[src/rtl/bchd_pkg.sv]
// Shared types and constants of the button click and hold detector.
package bchd_pkg;

   // Field and register widths
   localparam int unsigned TimeWidth  = 32;
   localparam int unsigned CountWidth = 8;
   localparam int unsigned DebWidth   = 8;
   localparam int unsigned GapWidth   = 16;
   localparam int unsigned TipWidth   = 16;
   localparam int unsigned CsrIdxWidth  = 2;
   localparam int unsigned CsrDataWidth = 16;

   // Register indexes of the configuration port
   localparam logic [CsrIdxWidth-1:0] CSR_PRESSED_LEVEL = 2'd0;
   localparam logic [CsrIdxWidth-1:0] CSR_DEBOUNCE_MS   = 2'd1;
   localparam logic [CsrIdxWidth-1:0] CSR_CLICK_GAP_MS  = 2'd2;
   localparam logic [CsrIdxWidth-1:0] CSR_TIP_INTERVAL  = 2'd3;

   // Register reset values
   localparam logic                  RST_PRESSED_LEVEL = 1'b0;
   localparam logic [DebWidth-1:0]   RST_DEBOUNCE_MS   = 8'd10;
   localparam logic [GapWidth-1:0]   RST_CLICK_GAP_MS  = 16'd300;
   localparam logic [TipWidth-1:0]   RST_TIP_INTERVAL  = 16'd1000;

   // Key phases
   typedef enum logic [1:0] {
      PH_IDLE     = 2'd0,
      PH_DEBOUNCE = 2'd1,
      PH_HELD     = 2'd2,
      PH_WAIT     = 2'd3
   } phase_type;

   // Event codes of a result beat
   typedef enum logic [1:0] {
      EV_NONE   = 2'd0,
      EV_TIP    = 2'd1,
      EV_FINISH = 2'd2
   } event_type;

   // Configuration registers as seen by the controller
   typedef struct packed {
      logic                pressed_level;
      logic [DebWidth-1:0] debounce_ms;
      logic [GapWidth-1:0] click_gap_ms;
      logic [TipWidth-1:0] tip_interval_ms;
   } cfg_type;

   // One result beat
   typedef struct packed {
      event_type             event_code;
      logic [TimeWidth-1:0]  press_duration_ms;
      logic [CountWidth-1:0] click_count;
   } result_type;

endpackage

[src/rtl/bchd_req_if.sv]
// Input channel: one sampled key level per millisecond tick.
interface bchd_req_if;
   logic valid;
   logic ready;
   logic pin_level;

   modport source (output valid, output pin_level, input ready);
   modport sink   (input valid, input pin_level, output ready);
endinterface

[src/rtl/bchd_rsp_if.sv]
// Result channel: one event beat per tick.
interface bchd_rsp_if;
   logic                            valid;
   logic                            ready;
   logic [1:0]                      event_code;
   logic [bchd_pkg::TimeWidth-1:0]  press_duration_ms;
   logic [bchd_pkg::CountWidth-1:0] click_count;

   modport source (output valid, output event_code, output press_duration_ms,
                   output click_count, input ready);
   modport sink   (input valid, input event_code, input press_duration_ms,
                   input click_count, output ready);
endinterface

[src/rtl/bchd_ctrl.sv]
// Key phase machine, tick counter and time marks; computes one result per tick.
module bchd_ctrl (
   input  logic                 clock,
   input  logic                 reset,
   input  logic                 step,
   input  logic                 down,
   input  bchd_pkg::cfg_type    cfg,
   output bchd_pkg::result_type result
);

   bchd_pkg::phase_type phase_ff, phase_in;
   logic [bchd_pkg::CountWidth-1:0] clicks_ff, clicks_in;
   logic [bchd_pkg::TimeWidth-1:0]  now_ff, now_in;
   logic [bchd_pkg::TimeWidth-1:0]  mark_ff, mark_in;
   logic [bchd_pkg::TimeWidth-1:0]  press_ff, press_in;
   logic [bchd_pkg::TimeWidth-1:0]  release_ff, release_in;

   logic [bchd_pkg::TimeWidth-1:0] since_mark;
   logic [bchd_pkg::TimeWidth-1:0] since_release;
   logic deb_done;
   logic tip_due;
   logic gap_done;

   // Elapsed times, wrapping, compared strictly above the thresholds
   assign since_mark    = now_ff - mark_ff;
   assign since_release = now_ff - release_ff;
   assign deb_done = since_mark >
      {{(bchd_pkg::TimeWidth-bchd_pkg::DebWidth){1'b0}}, cfg.debounce_ms};
   assign tip_due  = since_mark >
      {{(bchd_pkg::TimeWidth-bchd_pkg::TipWidth){1'b0}}, cfg.tip_interval_ms};
   assign gap_done = since_release >
      {{(bchd_pkg::TimeWidth-bchd_pkg::GapWidth){1'b0}}, cfg.click_gap_ms};

   // Next phase
   always_comb begin
      phase_in = phase_ff;
      unique case (phase_ff)
         bchd_pkg::PH_IDLE: begin
            if (down) phase_in = bchd_pkg::PH_DEBOUNCE;
         end
         bchd_pkg::PH_DEBOUNCE: begin
            if (deb_done) phase_in = down ? bchd_pkg::PH_HELD : bchd_pkg::PH_WAIT;
         end
         bchd_pkg::PH_HELD: begin
            if (!tip_due && !down) phase_in = bchd_pkg::PH_DEBOUNCE;
         end
         bchd_pkg::PH_WAIT: begin
            if (gap_done) phase_in = bchd_pkg::PH_IDLE;
            else if (down) phase_in = bchd_pkg::PH_DEBOUNCE;
         end
         default: phase_in = bchd_pkg::PH_IDLE;
      endcase
   end

   // Time marks, click count and the result of this tick
   always_comb begin
      clicks_in  = clicks_ff;
      mark_in    = mark_ff;
      press_in   = press_ff;
      release_in = release_ff;
      now_in     = now_ff + 1'b1;
      result.event_code        = bchd_pkg::EV_NONE;
      result.press_duration_ms = '0;
      result.click_count       = '0;
      unique case (phase_ff)
         bchd_pkg::PH_IDLE: begin
            if (down) begin
               clicks_in  = '0;
               press_in   = '0;
               release_in = '0;
               mark_in    = now_ff;
            end
         end
         bchd_pkg::PH_DEBOUNCE: begin
            if (deb_done) begin
               if (down) begin
                  clicks_in = clicks_ff + 1'b1;
                  mark_in   = now_ff;
                  press_in  = now_ff;
               end else begin
                  release_in = now_ff;
               end
            end
         end
         bchd_pkg::PH_HELD: begin
            // a tip tick skips the release check
            if (tip_due) begin
               mark_in = now_ff;
               result.event_code = bchd_pkg::EV_TIP;
            end else if (!down) begin
               mark_in = now_ff;
            end
         end
         bchd_pkg::PH_WAIT: begin
            if (gap_done) begin
               result.event_code        = bchd_pkg::EV_FINISH;
               result.press_duration_ms = release_ff - press_ff;
               result.click_count       = clicks_ff;
            end else if (down) begin
               mark_in = now_ff;
            end
         end
         default: ;
      endcase
   end

   // Advance state on each accepted tick
   always_ff @(posedge clock) begin
      if (reset) begin
         phase_ff   <= bchd_pkg::PH_IDLE;
         clicks_ff  <= '0;
         now_ff     <= '0;
         mark_ff    <= '0;
         press_ff   <= '0;
         release_ff <= '0;
      end else if (step) begin
         phase_ff   <= phase_in;
         clicks_ff  <= clicks_in;
         now_ff     <= now_in;
         mark_ff    <= mark_in;
         press_ff   <= press_in;
         release_ff <= release_in;
      end
   end

endmodule

[src/rtl/button_click_hold_detector.sv]
// Top level of the button click and hold detector: config registers and result register.
//
//  channel  | dir | beat contents
//  ---------+-----+-----------------------------------------------
//  req_if   | in  | pin_level, one beat per millisecond tick
//  rsp_if   | out | event_code, press_duration_ms, click_count
//  csr_*    | in  | csr_we, csr_index, csr_wdata (write only)
//
// One tick per clock unless a result beat is stalled: the tick is evaluated in the
// cycle it is accepted and its result beat is registered, visible from the next cycle.
// Reset (synchronous) returns the phase to idle, clears the tick counter and
// marks, and loads the register defaults.
// A stalled result beat holds the register; a new tick is still taken in the
// same cycle the held beat is drained.
module button_click_hold_detector (
   input  logic                                clock,
   input  logic                                reset,
   bchd_req_if.sink                            req_if,
   bchd_rsp_if.source                          rsp_if,
   input  logic                                csr_we,
   input  logic [bchd_pkg::CsrIdxWidth-1:0]    csr_index,
   input  logic [bchd_pkg::CsrDataWidth-1:0]   csr_wdata
);

   bchd_pkg::cfg_type    cfg_ff;
   bchd_pkg::result_type result;
   bchd_pkg::result_type rsp_ff;
   logic                 rsp_valid_ff;
   logic                 accept;
   logic                 down;

   // Configuration registers
   always_ff @(posedge clock) begin
      if (reset) begin
         cfg_ff.pressed_level   <= bchd_pkg::RST_PRESSED_LEVEL;
         cfg_ff.debounce_ms     <= bchd_pkg::RST_DEBOUNCE_MS;
         cfg_ff.click_gap_ms    <= bchd_pkg::RST_CLICK_GAP_MS;
         cfg_ff.tip_interval_ms <= bchd_pkg::RST_TIP_INTERVAL;
      end else if (csr_we) begin
         unique case (csr_index)
            bchd_pkg::CSR_PRESSED_LEVEL: cfg_ff.pressed_level <= csr_wdata[0];
            bchd_pkg::CSR_DEBOUNCE_MS:
               cfg_ff.debounce_ms <= csr_wdata[bchd_pkg::DebWidth-1:0];
            bchd_pkg::CSR_CLICK_GAP_MS:
               cfg_ff.click_gap_ms <= csr_wdata[bchd_pkg::GapWidth-1:0];
            bchd_pkg::CSR_TIP_INTERVAL:
               cfg_ff.tip_interval_ms <= csr_wdata[bchd_pkg::TipWidth-1:0];
            default: ;
         endcase
      end
   end

   // Take a tick whenever the result register is free or draining
   assign req_if.ready = !rsp_valid_ff || rsp_if.ready;
   assign accept       = req_if.valid && req_if.ready;
   assign down         = (req_if.pin_level == cfg_ff.pressed_level);

   bchd_ctrl u_ctrl (
      .clock  (clock),
      .reset  (reset),
      .step   (accept),
      .down   (down),
      .cfg    (cfg_ff),
      .result (result)
   );

   // Hold the result beat until taken
   always_ff @(posedge clock) begin
      if (reset) begin
         rsp_valid_ff <= 1'b0;
      end else if (accept) begin
         rsp_valid_ff <= 1'b1;
      end else if (rsp_if.ready) begin
         rsp_valid_ff <= 1'b0;
      end
   end

   always_ff @(posedge clock) begin
      if (accept) rsp_ff <= result;
   end

   assign rsp_if.valid             = rsp_valid_ff;
   assign rsp_if.event_code        = rsp_ff.event_code;
   assign rsp_if.press_duration_ms = rsp_ff.press_duration_ms;
   assign rsp_if.click_count       = rsp_ff.click_count;

endmodule

[src/flat_wrapper.sv]
// flat-port wrapper written by rule: the top's interface ports become plain ports
module button_click_hold_detector_flat 
  (clock, reset, csr_we, csr_index, csr_wdata, req_if_valid, req_if_pin_level, req_if_ready, rsp_if_valid, rsp_if_event_code, rsp_if_press_duration_ms, rsp_if_click_count, rsp_if_ready);
  bchd_req_if req_if_i ();
  bchd_rsp_if rsp_if_i ();
  input  logic clock;
  input  logic reset;
  input  logic csr_we;
  input  logic [bchd_pkg::CsrIdxWidth-1:0] csr_index;
  input  logic [bchd_pkg::CsrDataWidth-1:0] csr_wdata;
  input wire logic [$bits(req_if_i.valid)-1:0] req_if_valid;
  input wire logic [$bits(req_if_i.pin_level)-1:0] req_if_pin_level;
  output wire logic [$bits(req_if_i.ready)-1:0] req_if_ready;
  output wire logic [$bits(rsp_if_i.valid)-1:0] rsp_if_valid;
  output wire logic [$bits(rsp_if_i.event_code)-1:0] rsp_if_event_code;
  output wire logic [$bits(rsp_if_i.press_duration_ms)-1:0] rsp_if_press_duration_ms;
  output wire logic [$bits(rsp_if_i.click_count)-1:0] rsp_if_click_count;
  input wire logic [$bits(rsp_if_i.ready)-1:0] rsp_if_ready;
  assign req_if_i.valid = req_if_valid;
  assign req_if_i.pin_level = req_if_pin_level;
  assign req_if_ready = req_if_i.ready;
  assign rsp_if_valid = rsp_if_i.valid;
  assign rsp_if_event_code = rsp_if_i.event_code;
  assign rsp_if_press_duration_ms = rsp_if_i.press_duration_ms;
  assign rsp_if_click_count = rsp_if_i.click_count;
  assign rsp_if_i.ready = rsp_if_ready;
  button_click_hold_detector u_core (.clock(clock), .reset(reset), .req_if(req_if_i), .rsp_if(rsp_if_i), .csr_we(csr_we), .csr_index(csr_index), .csr_wdata(csr_wdata));
endmodule
[config.mk]
export PLATFORM = sky130hd
export DESIGN_NAME = button_click_hold_detector_flat
export DESIGN_NICKNAME = d
export VERILOG_FILES = /design/src/rtl/bchd_pkg.sv /design/src/rtl/bchd_req_if.sv /design/src/rtl/bchd_rsp_if.sv /design/src/rtl/bchd_ctrl.sv /design/src/rtl/button_click_hold_detector.sv /design/src/flat_wrapper.sv
export SDC_FILE = /design/constraint.sdc
export NUM_CORES = 1
export LEC_CHECK = 0
export ABC_AREA = 1
export BUFFER_PORTS_ARGS = -buffer_cell sky130_fd_sc_hd__buf_2
export CAP_MARGIN = 10
export CORE_UTILIZATION = 60
export CTS_CLUSTER_SIZE = 10
export DETAILED_ROUTE_END_ITERATION = 7
export PLACE_DENSITY_LB_ADDON = 0.05
export SETUP_SLACK_MARGIN = 0.1
export SLEW_MARGIN = 25
export SYNTH_ARGS = -nofsm -noshare
export SYNTH_HDL_FRONTEND = slang
export SYNTH_SLANG_ARGS = --single-unit
[constraint.sdc]
create_clock -name clock -period 6.4 [get_ports clock]
set_input_delay 0.96 -clock clock [delete_from_list [all_inputs] [get_ports clock]]
set_output_delay 0.96 -clock clock [all_outputs]
set_load 0.05 [all_outputs]
# Yosys cells after proc, flatten, opt, wreduce, memory -nomap -nowiden
# Index checks and enable logic that the tools add are counted.
# totals
register_bits	222
inputBits	24
out_inout_bits	44
word_cells	82
# classes
add_sub_neg	5
order_cmp	3
n_eq_ne	14
n_mux	27
n_reduce_logical	19
# op_table
cell	n
two-way mux 32 bit	9
case mux 32 bit (2 select lines)	2
case mux 32 bit (4 select lines)	1
subtractor 32 bit	3
greater-than comparator 32 x 16 -> 1 bit	2
two-way mux 42 bit	1
adder 32 x 1 -> 32 bit (second input constant)	1
greater-than comparator 32 x 8 -> 1 bit	1
two-way mux 8 bit	3
case mux 8 bit (2 select lines)	1
!= test 2 bit (second input constant)	6
AND reduction 2 bit	5
AND reduction 5 bit	2
adder 8 x 1 -> 8 bit (second input constant)	1
equality test 2 bit (second input constant)	4
two-way mux 2 bit	4
case mux 2 bit (4 select lines)	1
equality test 2 x 1 -> 1 bit (second input constant)	2
logical NOT 2 bit	2
two-way mux 1 bit	4
case mux 2 bit (2 select lines)	1
AND reduction 4 bit	1
nonzero test 2 bit	2
logical NOT 1 bit	3
5 further kinds	6

# Depth between registers and ports, before layout
# logic_depth
ltp_word	6
mapped_depth	30
ltp_nobuf	29

# Cells and area by module
# Synthesis repeated with hierarchy kept, for this count alone.
# unflattened
cells_unflattened	2778
area_unflattened_um2	17037.6
# by_module_without_submodules
mod	instances	cells_per_inst	area_per_inst_um2	seq_area_each_um2
bchd_ctrl	1	2486	14087.3	2762.6
button_click_hold_detector	1	292	2950.3	2102.0

# Worst setup path before layout
# No wires, ideal clock.
# synth_timing
kind	input -> register
from	in rsp_if_ready
to	reg u_core.u_ctrl.now_ff[20] (netlist bit)
setup_time_ns	0.122
arrival_time_ns	3.863
required_ns	6.278
setup_slack_ns	2.415
cell_stages	15
path_buffers	0
path_cell_list	inv_1 -> nand2_2 -> nand2_4 -> inv_1 -> nand3_1 -> nor4_2 -> nand3_1 -> nor2_1 -> nand2_1 -> nor3_2 -> nand3_1 -> nor2_1 -> nand2_1 -> o21ai_1 -> a21oi_1
# synth_via
elab_chain_len	2
# synth_lines
element	line	text
start: declaration	flat_wrapper.sv:18	input wire logic [$bits(rsp_if_i.ready)-1:0] rsp_if_ready;
logical OR 1 bit	button_click_hold_detector.sv:54	assign req_if.ready = !rsp_valid_ff || rsp_if.ready;
named net req_if_ready	flat_wrapper.sv:13	output wire logic [$bits(req_if_i.ready)-1:0] req_if_ready;
logical AND 1 bit	button_click_hold_detector.sv:55	assign accept = req_if.valid && req_if.ready;
named net u_core.accept	button_click_hold_detector.sv:29	logic accept;
end signal: assignment	bchd_ctrl.sv:119	now_ff <= now_in;
end: declaration	bchd_ctrl.sv:13	logic [bchd_pkg::TimeWidth-1:0] now_ff, now_in;
# The timed path passes the listed nets, and every way through them passes these cells.
# A chain may end at the register's enable or synchronous reset.

# Final worst setup path
# layout_timing
from	reg u_core.u_ctrl.release_ff[1] (netlist bit)
to	reg u_core.rsp_ff (netlist bit u_core.rsp_if.press_duration_ms[31]) (data pin)
# layout_via
elab_chain_len	3
elab_cells_between_ends	4
classes_between	add/sub: 2; order compare: 1; reduce/logical: 1
# layout_lines
element	line	text
start: declaration	bchd_ctrl.sv:16	logic [bchd_pkg::TimeWidth-1:0] release_ff, release_in;
start signal: assignment	bchd_ctrl.sv:122	release_ff <= release_in;
subtractor 32 bit	bchd_ctrl.sv:26	assign since_release = now_ff - release_ff;
greater-than comparator 32 x 16 -> 1 bit	bchd_ctrl.sv:31	assign gap_done = since_release >
AND reduction 2 bit (no line)	--	
end signal: assignment	button_click_hold_detector.sv:79	if (accept) rsp_ff <= result;
end: declaration	button_click_hold_detector.sv:27	bchd_pkg::result_type rsp_ff;
# Several ways; a longest one is shown, not always the timed one.

==> results.toml <==
[die]
coreArea_um2 = 28010
die_x_um = 171.4
num_rows = 61
start_util = 0.6148
die-height_um = 171.4
pin_count = 68
die_area_um2 = 29380

[final_layout]
layout-drive-gt1-share = 0.08276
n_fill_cell = 2691
n_antenna_cell = 0
fin_nets = 2911
syn2layout_area_growth_pct = 7.716

[clocking]
htreeDepth = 1
cts_buffer_depth = 3
cts.sinks = 222
clk_transition_reported_paths_ns = 0.06
cts_made_buffers = 28
tritoncts = "built"
ctsRootBufferMaster = "clkbuf_16"
cts_resized = 0
post-cts-setup-buffers = 0
holdBufCountCts = 0
insertion_delay_ns = 0.56

[pwr]
leakage_nw = 9.414
ir_drop_mv = 0.2070
pwr_density_cell_nw_per_um2 = 248.4

[detailed_routing]
antenna_left = 0
first_pass_iters = 5
drt-total-wl_um = 49780
via_per_inst = 5.420
num_vias = 17050
drtIter0Drc = 1533
drc = 0
wire_per_inst_um = 15.83

[timing]
slew_viol_final = 0
fin_crit_ns = 4.953
skew_ns = 0.03970
finalSetupViolations = 0
hold_violations = 0
slew_headroom = 0.3925
rsz0062_at_grt = "no"
setup_tns_ns = 0
fmax_mhz = 201.9
worst_pin_slew_ns = 0.9103
fin_crit_sh = 0.7739
fin_ws_ns = 1.447

[critical_path]
critical_path.slowest_cell = "nand2_2"
reg2reg_from = "u_core.u_ctrl.release_ff[1]$_SDFFE_PP0P_"
worst-path-buf-inv = 3
endpoint = "u_core.rsp_if.press_duration_ms[31]$_SDFFCE_PN0P_"
crit_chain = "inv_1 -> ha_1 -> nand3_1 -> nand3_1 -> a21oi_1 -> o21ai_2 -> xor2_1 -> ha_1 -> nand2_1 -> nor2_1 -> nand3_1 -> nor2_1 -> nand3_1 -> nand2_1 -> nand2_1 -> nor2_1 -> nand3_1 -> nor2_1 -> nand4_1 -> nand2_2 -> buf_4 -> inv_2 -> o21ai_0 -> a21oi_1"
path_common_cell = "nand3_1"
required_ns = 6.67
reg2reg_slack_ns = 1.45
start_kind = "flop"
crit_cells = 24
reg2reg_to = "u_core.rsp_if.press_duration_ms[31]$_SDFFCE_PN0P_"
path_class = "reg -> reg"
max_stage_delay_ns = 0.57
startpoint = "u_core.u_ctrl.release_ff[1]$_SDFFE_PP0P_"
crit_family = "simple AND/OR/NAND/NOR gates"
path_max_fanout = 36
end_kind = "flop"
arrival_ns = 5.23
reg2reg_depth = 24

[yosys]
syn-num-nets = 2872
synth-seq-area-share = 0.2825
syn_area_um2 = 17220
synth_edf_count = 42
dominantRegCellSynth = "dfxtp_1"
avgSynthCellArea_um2 = 6.352
ys.warnings.count = 0
ys_async_sr_fraction = 0
synth.distinct_cells = 53
syn_inst = 2711
synth_seq_cells = 222

[place]
portBuffers = 67
gp_congestion = 0.9914
hpwl_um = 38980
post-place-ws_ns = 1.563

[global_routing]
grt_max_degree = 74
antenna_found_initial = 0
grt_pass1_wl_um = 78840
grt_pass1_vias = 15570
grt_overflow = 0
grt_util_all_layers = 0.3400

[flow_run]
maxCapViolations = 0

[hold_path]
hold_path.class = "reg -> reg"

[outcome]
status = "finished, final reports clean"
[synthesized netlist by cell type (3+ instances only)]
cell | instances | area share
nand2_1 | 702 | 0.15
inv_1 | 483 | 0.11
nor2_1 | 315 | 0.069
a21oi_1 | 203 | 0.059
dfxtp_1 | 180 | 0.21
ha_1 | 134 | 0.097
nand3_1 | 134 | 0.039
o21ai_0 | 79 | 0.023
nand4_1 | 57 | 0.021
xor2_1 | 46 | 0.023
edfxtp_1 | 42 | 0.073
inv_2 | 40 | 0.0087
nand2_2 | 37 | 0.013
nand3b_1 | 37 | 0.016
clkbuf_1 | 36 | 0.0078
nor3_1 | 32 | 0.0093
buf_2 | 13 | 0.0038
xnor2_1 | 12 | 0.0061
o21ai_1 | 11 | 0.0032
nor2_2 | 9 | 0.0033
o21bai_1 | 9 | 0.0039
buf_6 | 8 | 0.0052
nor4_1 | 7 | 0.0025
or2_2 | 7 | 0.0025
buf_4 | 6 | 0.0026
o211ai_1 | 6 | 0.0026
o21a_1 | 6 | 0.0026
a21o_1 | 5 | 0.0022
a31oi_1 | 5 | 0.0018
nor3_2 | 5 | 0.0029
a21boi_0 | 4 | 0.0017
nand2_4 | 4 | 0.0026
nand3_2 | 4 | 0.0023
nor3b_1 | 4 | 0.0017
buf_8 | 3 | 0.0026
clkinv_1 | 3 | 0.00065
fa_1 | 3 | 0.0035
[state kept, by name (all words and copies together) (netlist names)]
signal / count
u_core.u_ctrl.now_ff: 32
u_core.u_ctrl.release_ff: 32
u_core.rsp_if.event_code: 2
u_core.rsp_if.press_duration_ms: 32
u_core.u_ctrl.press_ff: 32
u_core.u_ctrl.phase_ff: 2
u_core.rsp_if.click_count: 8
u_core.rsp_if.valid: 1
u_core.cfg_ff: 41
u_core.u_ctrl.mark_ff: 32
u_core.u_ctrl.clicks_ff: 8
[per-layer routing]
layer	track usage	wire length [µm]	vias up	share of wire
li1	-	-	8594	-
met1	0.4562	22320	7730	0.45
met2	0.5661	22460	612	0.45
met3	0.03313	3209	111	0.064
met4	0.1231	1787	0	0.036
met5	0	0	-	0
[layout make-up]
type / instances / area (µm²) / share of cell area
clock buffer: 44 / 792.0 / 0.04270
clock inverter: 3 / 46.29 / 0.002496
inverter: 527 / 1981 / 0.1068
multi-input combinational: 1896 / 9997 / 0.5390
sequential: 222 / 4865 / 0.2623
tap: 378 / 473.0 / 0.02550
timing repair buffer: 75 / 395.4 / 0.02132
[cell usage in the layout (no fill, tap or decap), types with 14 or more instances in the layout]
cell type  instances
xor2_1            46
nor2_1           314
nand3b_1          37
ha_1             134
a21oi_1          203
nor3_1            32
nand2_1          702
inv_2             42
o21ai_0           79
dfxtp_1          180
inv_1            481
nand3_1          134
clkbuf_1          14
nand2_2           37
clkbuf_16         29
buf_2             67
nand4_1           57
edfxtp_1          42
[power breakdown]
| part | internal, W | switching (W) | leakage, nW |
|---|---|---|---|
| sequential | 0.00149 | 0.0000302 | 1.89 |
| clock | 0.000879 | 0.000611 | 0.400 |
| combinational | 0.000504 | 0.00109 | 7.12 |
| total | 0.00288 | 0.00173 | 9.41 |
[worst reg2reg max path, stage by stage (launching register included)]
cell and delay (ns):
dfxtp_1 0.41, inv_1 0.12, ha_1 0.30, nand3_1 0.08, nand3_1 0.19, a21oi_1 0.33, o21ai_2 0.11, xor2_1 0.17
ha_1 0.34, nand2_1 0.06, nor2_1 0.15, nand3_1 0.11, nor2_1 0.14, nand3_1 0.09, nand2_1 0.11, nand2_1 0.06
nor2_1 0.09, nand3_1 0.10, nor2_1 0.10, nand4_1 0.17, nand2_2 0.58, buf_4 0.50, inv_2 0.18, o21ai_0 0.11
a21oi_1 0.06
[kinds of logic (layout without fill, tap and decap cells)]
family	after synthesis	in the layout	share of synthesized area
buffers and inverters	593	649	0.1371
xor gates and xnor gates	59	59	0.03044
adders and majority gates	137	137	0.1009
AOI/OAI and AO/OA	337	337	0.1046
and+or+nand+nor	1363	1363	0.3445
DFF	222	222	0.2825
[worst min-delay path by stage]
| stage | from | end | slack [ns] | cells after the start |
|---|---|---|---|---|
| 4_1_cts | u_core.u_ctrl.press_ff[18]$_SDFFE_PP0P_ | u_core.u_ctrl.press_ff[18]$_SDFFE_PP0P_ | 0.46 | 2 |
| 3_5_place_dp | u_core.u_ctrl.press_ff[18]$_SDFFE_PP0P_ | u_core.u_ctrl.press_ff[18]$_SDFFE_PP0P_ | 0.45 | 2 |
| 3_3_place_gp | u_core.cfg_ff[4]$_SDFFE_PP0P_ | u_core.cfg_ff[4]$_SDFFE_PP0P_ | 0.45 | 2 |
| 2_1_floorplan | u_core.cfg_ff[14]$_SDFFE_PP0P_ | u_core.cfg_ff[14]$_SDFFE_PP0P_ | 0.44 | 2 |
| 5_1_grt | u_core.u_ctrl.press_ff[2]$_SDFFE_PP0P_ | u_core.u_ctrl.press_ff[2]$_SDFFE_PP0P_ | 0.48 | 2 |
| 6_report | u_core.cfg_ff[4]$_SDFFE_PP0P_ | u_core.cfg_ff[4]$_SDFFE_PP0P_ | 0.46 | 2 |
[metrics by stage]
step | total power [W] | utilization | instance area (µm²) | cells | hold WS [ns]
floorplan | 0.002731 | - | 17220 | 2711 | 0.4353
global placement | 0.003061 | 0.6323 | 17710 | 3098 | 0.4490
detailed placement | 0.003100 | 0.6323 | 17710 | 3098 | 0.4519
CTS | 0.004579 | 0.6622 | 18550 | 3145 | 0.4612
global route | 0.004859 | 0.6622 | 18550 | 3145 | 0.4819
finish | 0.004607 | 0.6622 | 18550 | 3145 | 0.4625
No activity file was read; power rests on OpenSTA's default activity.
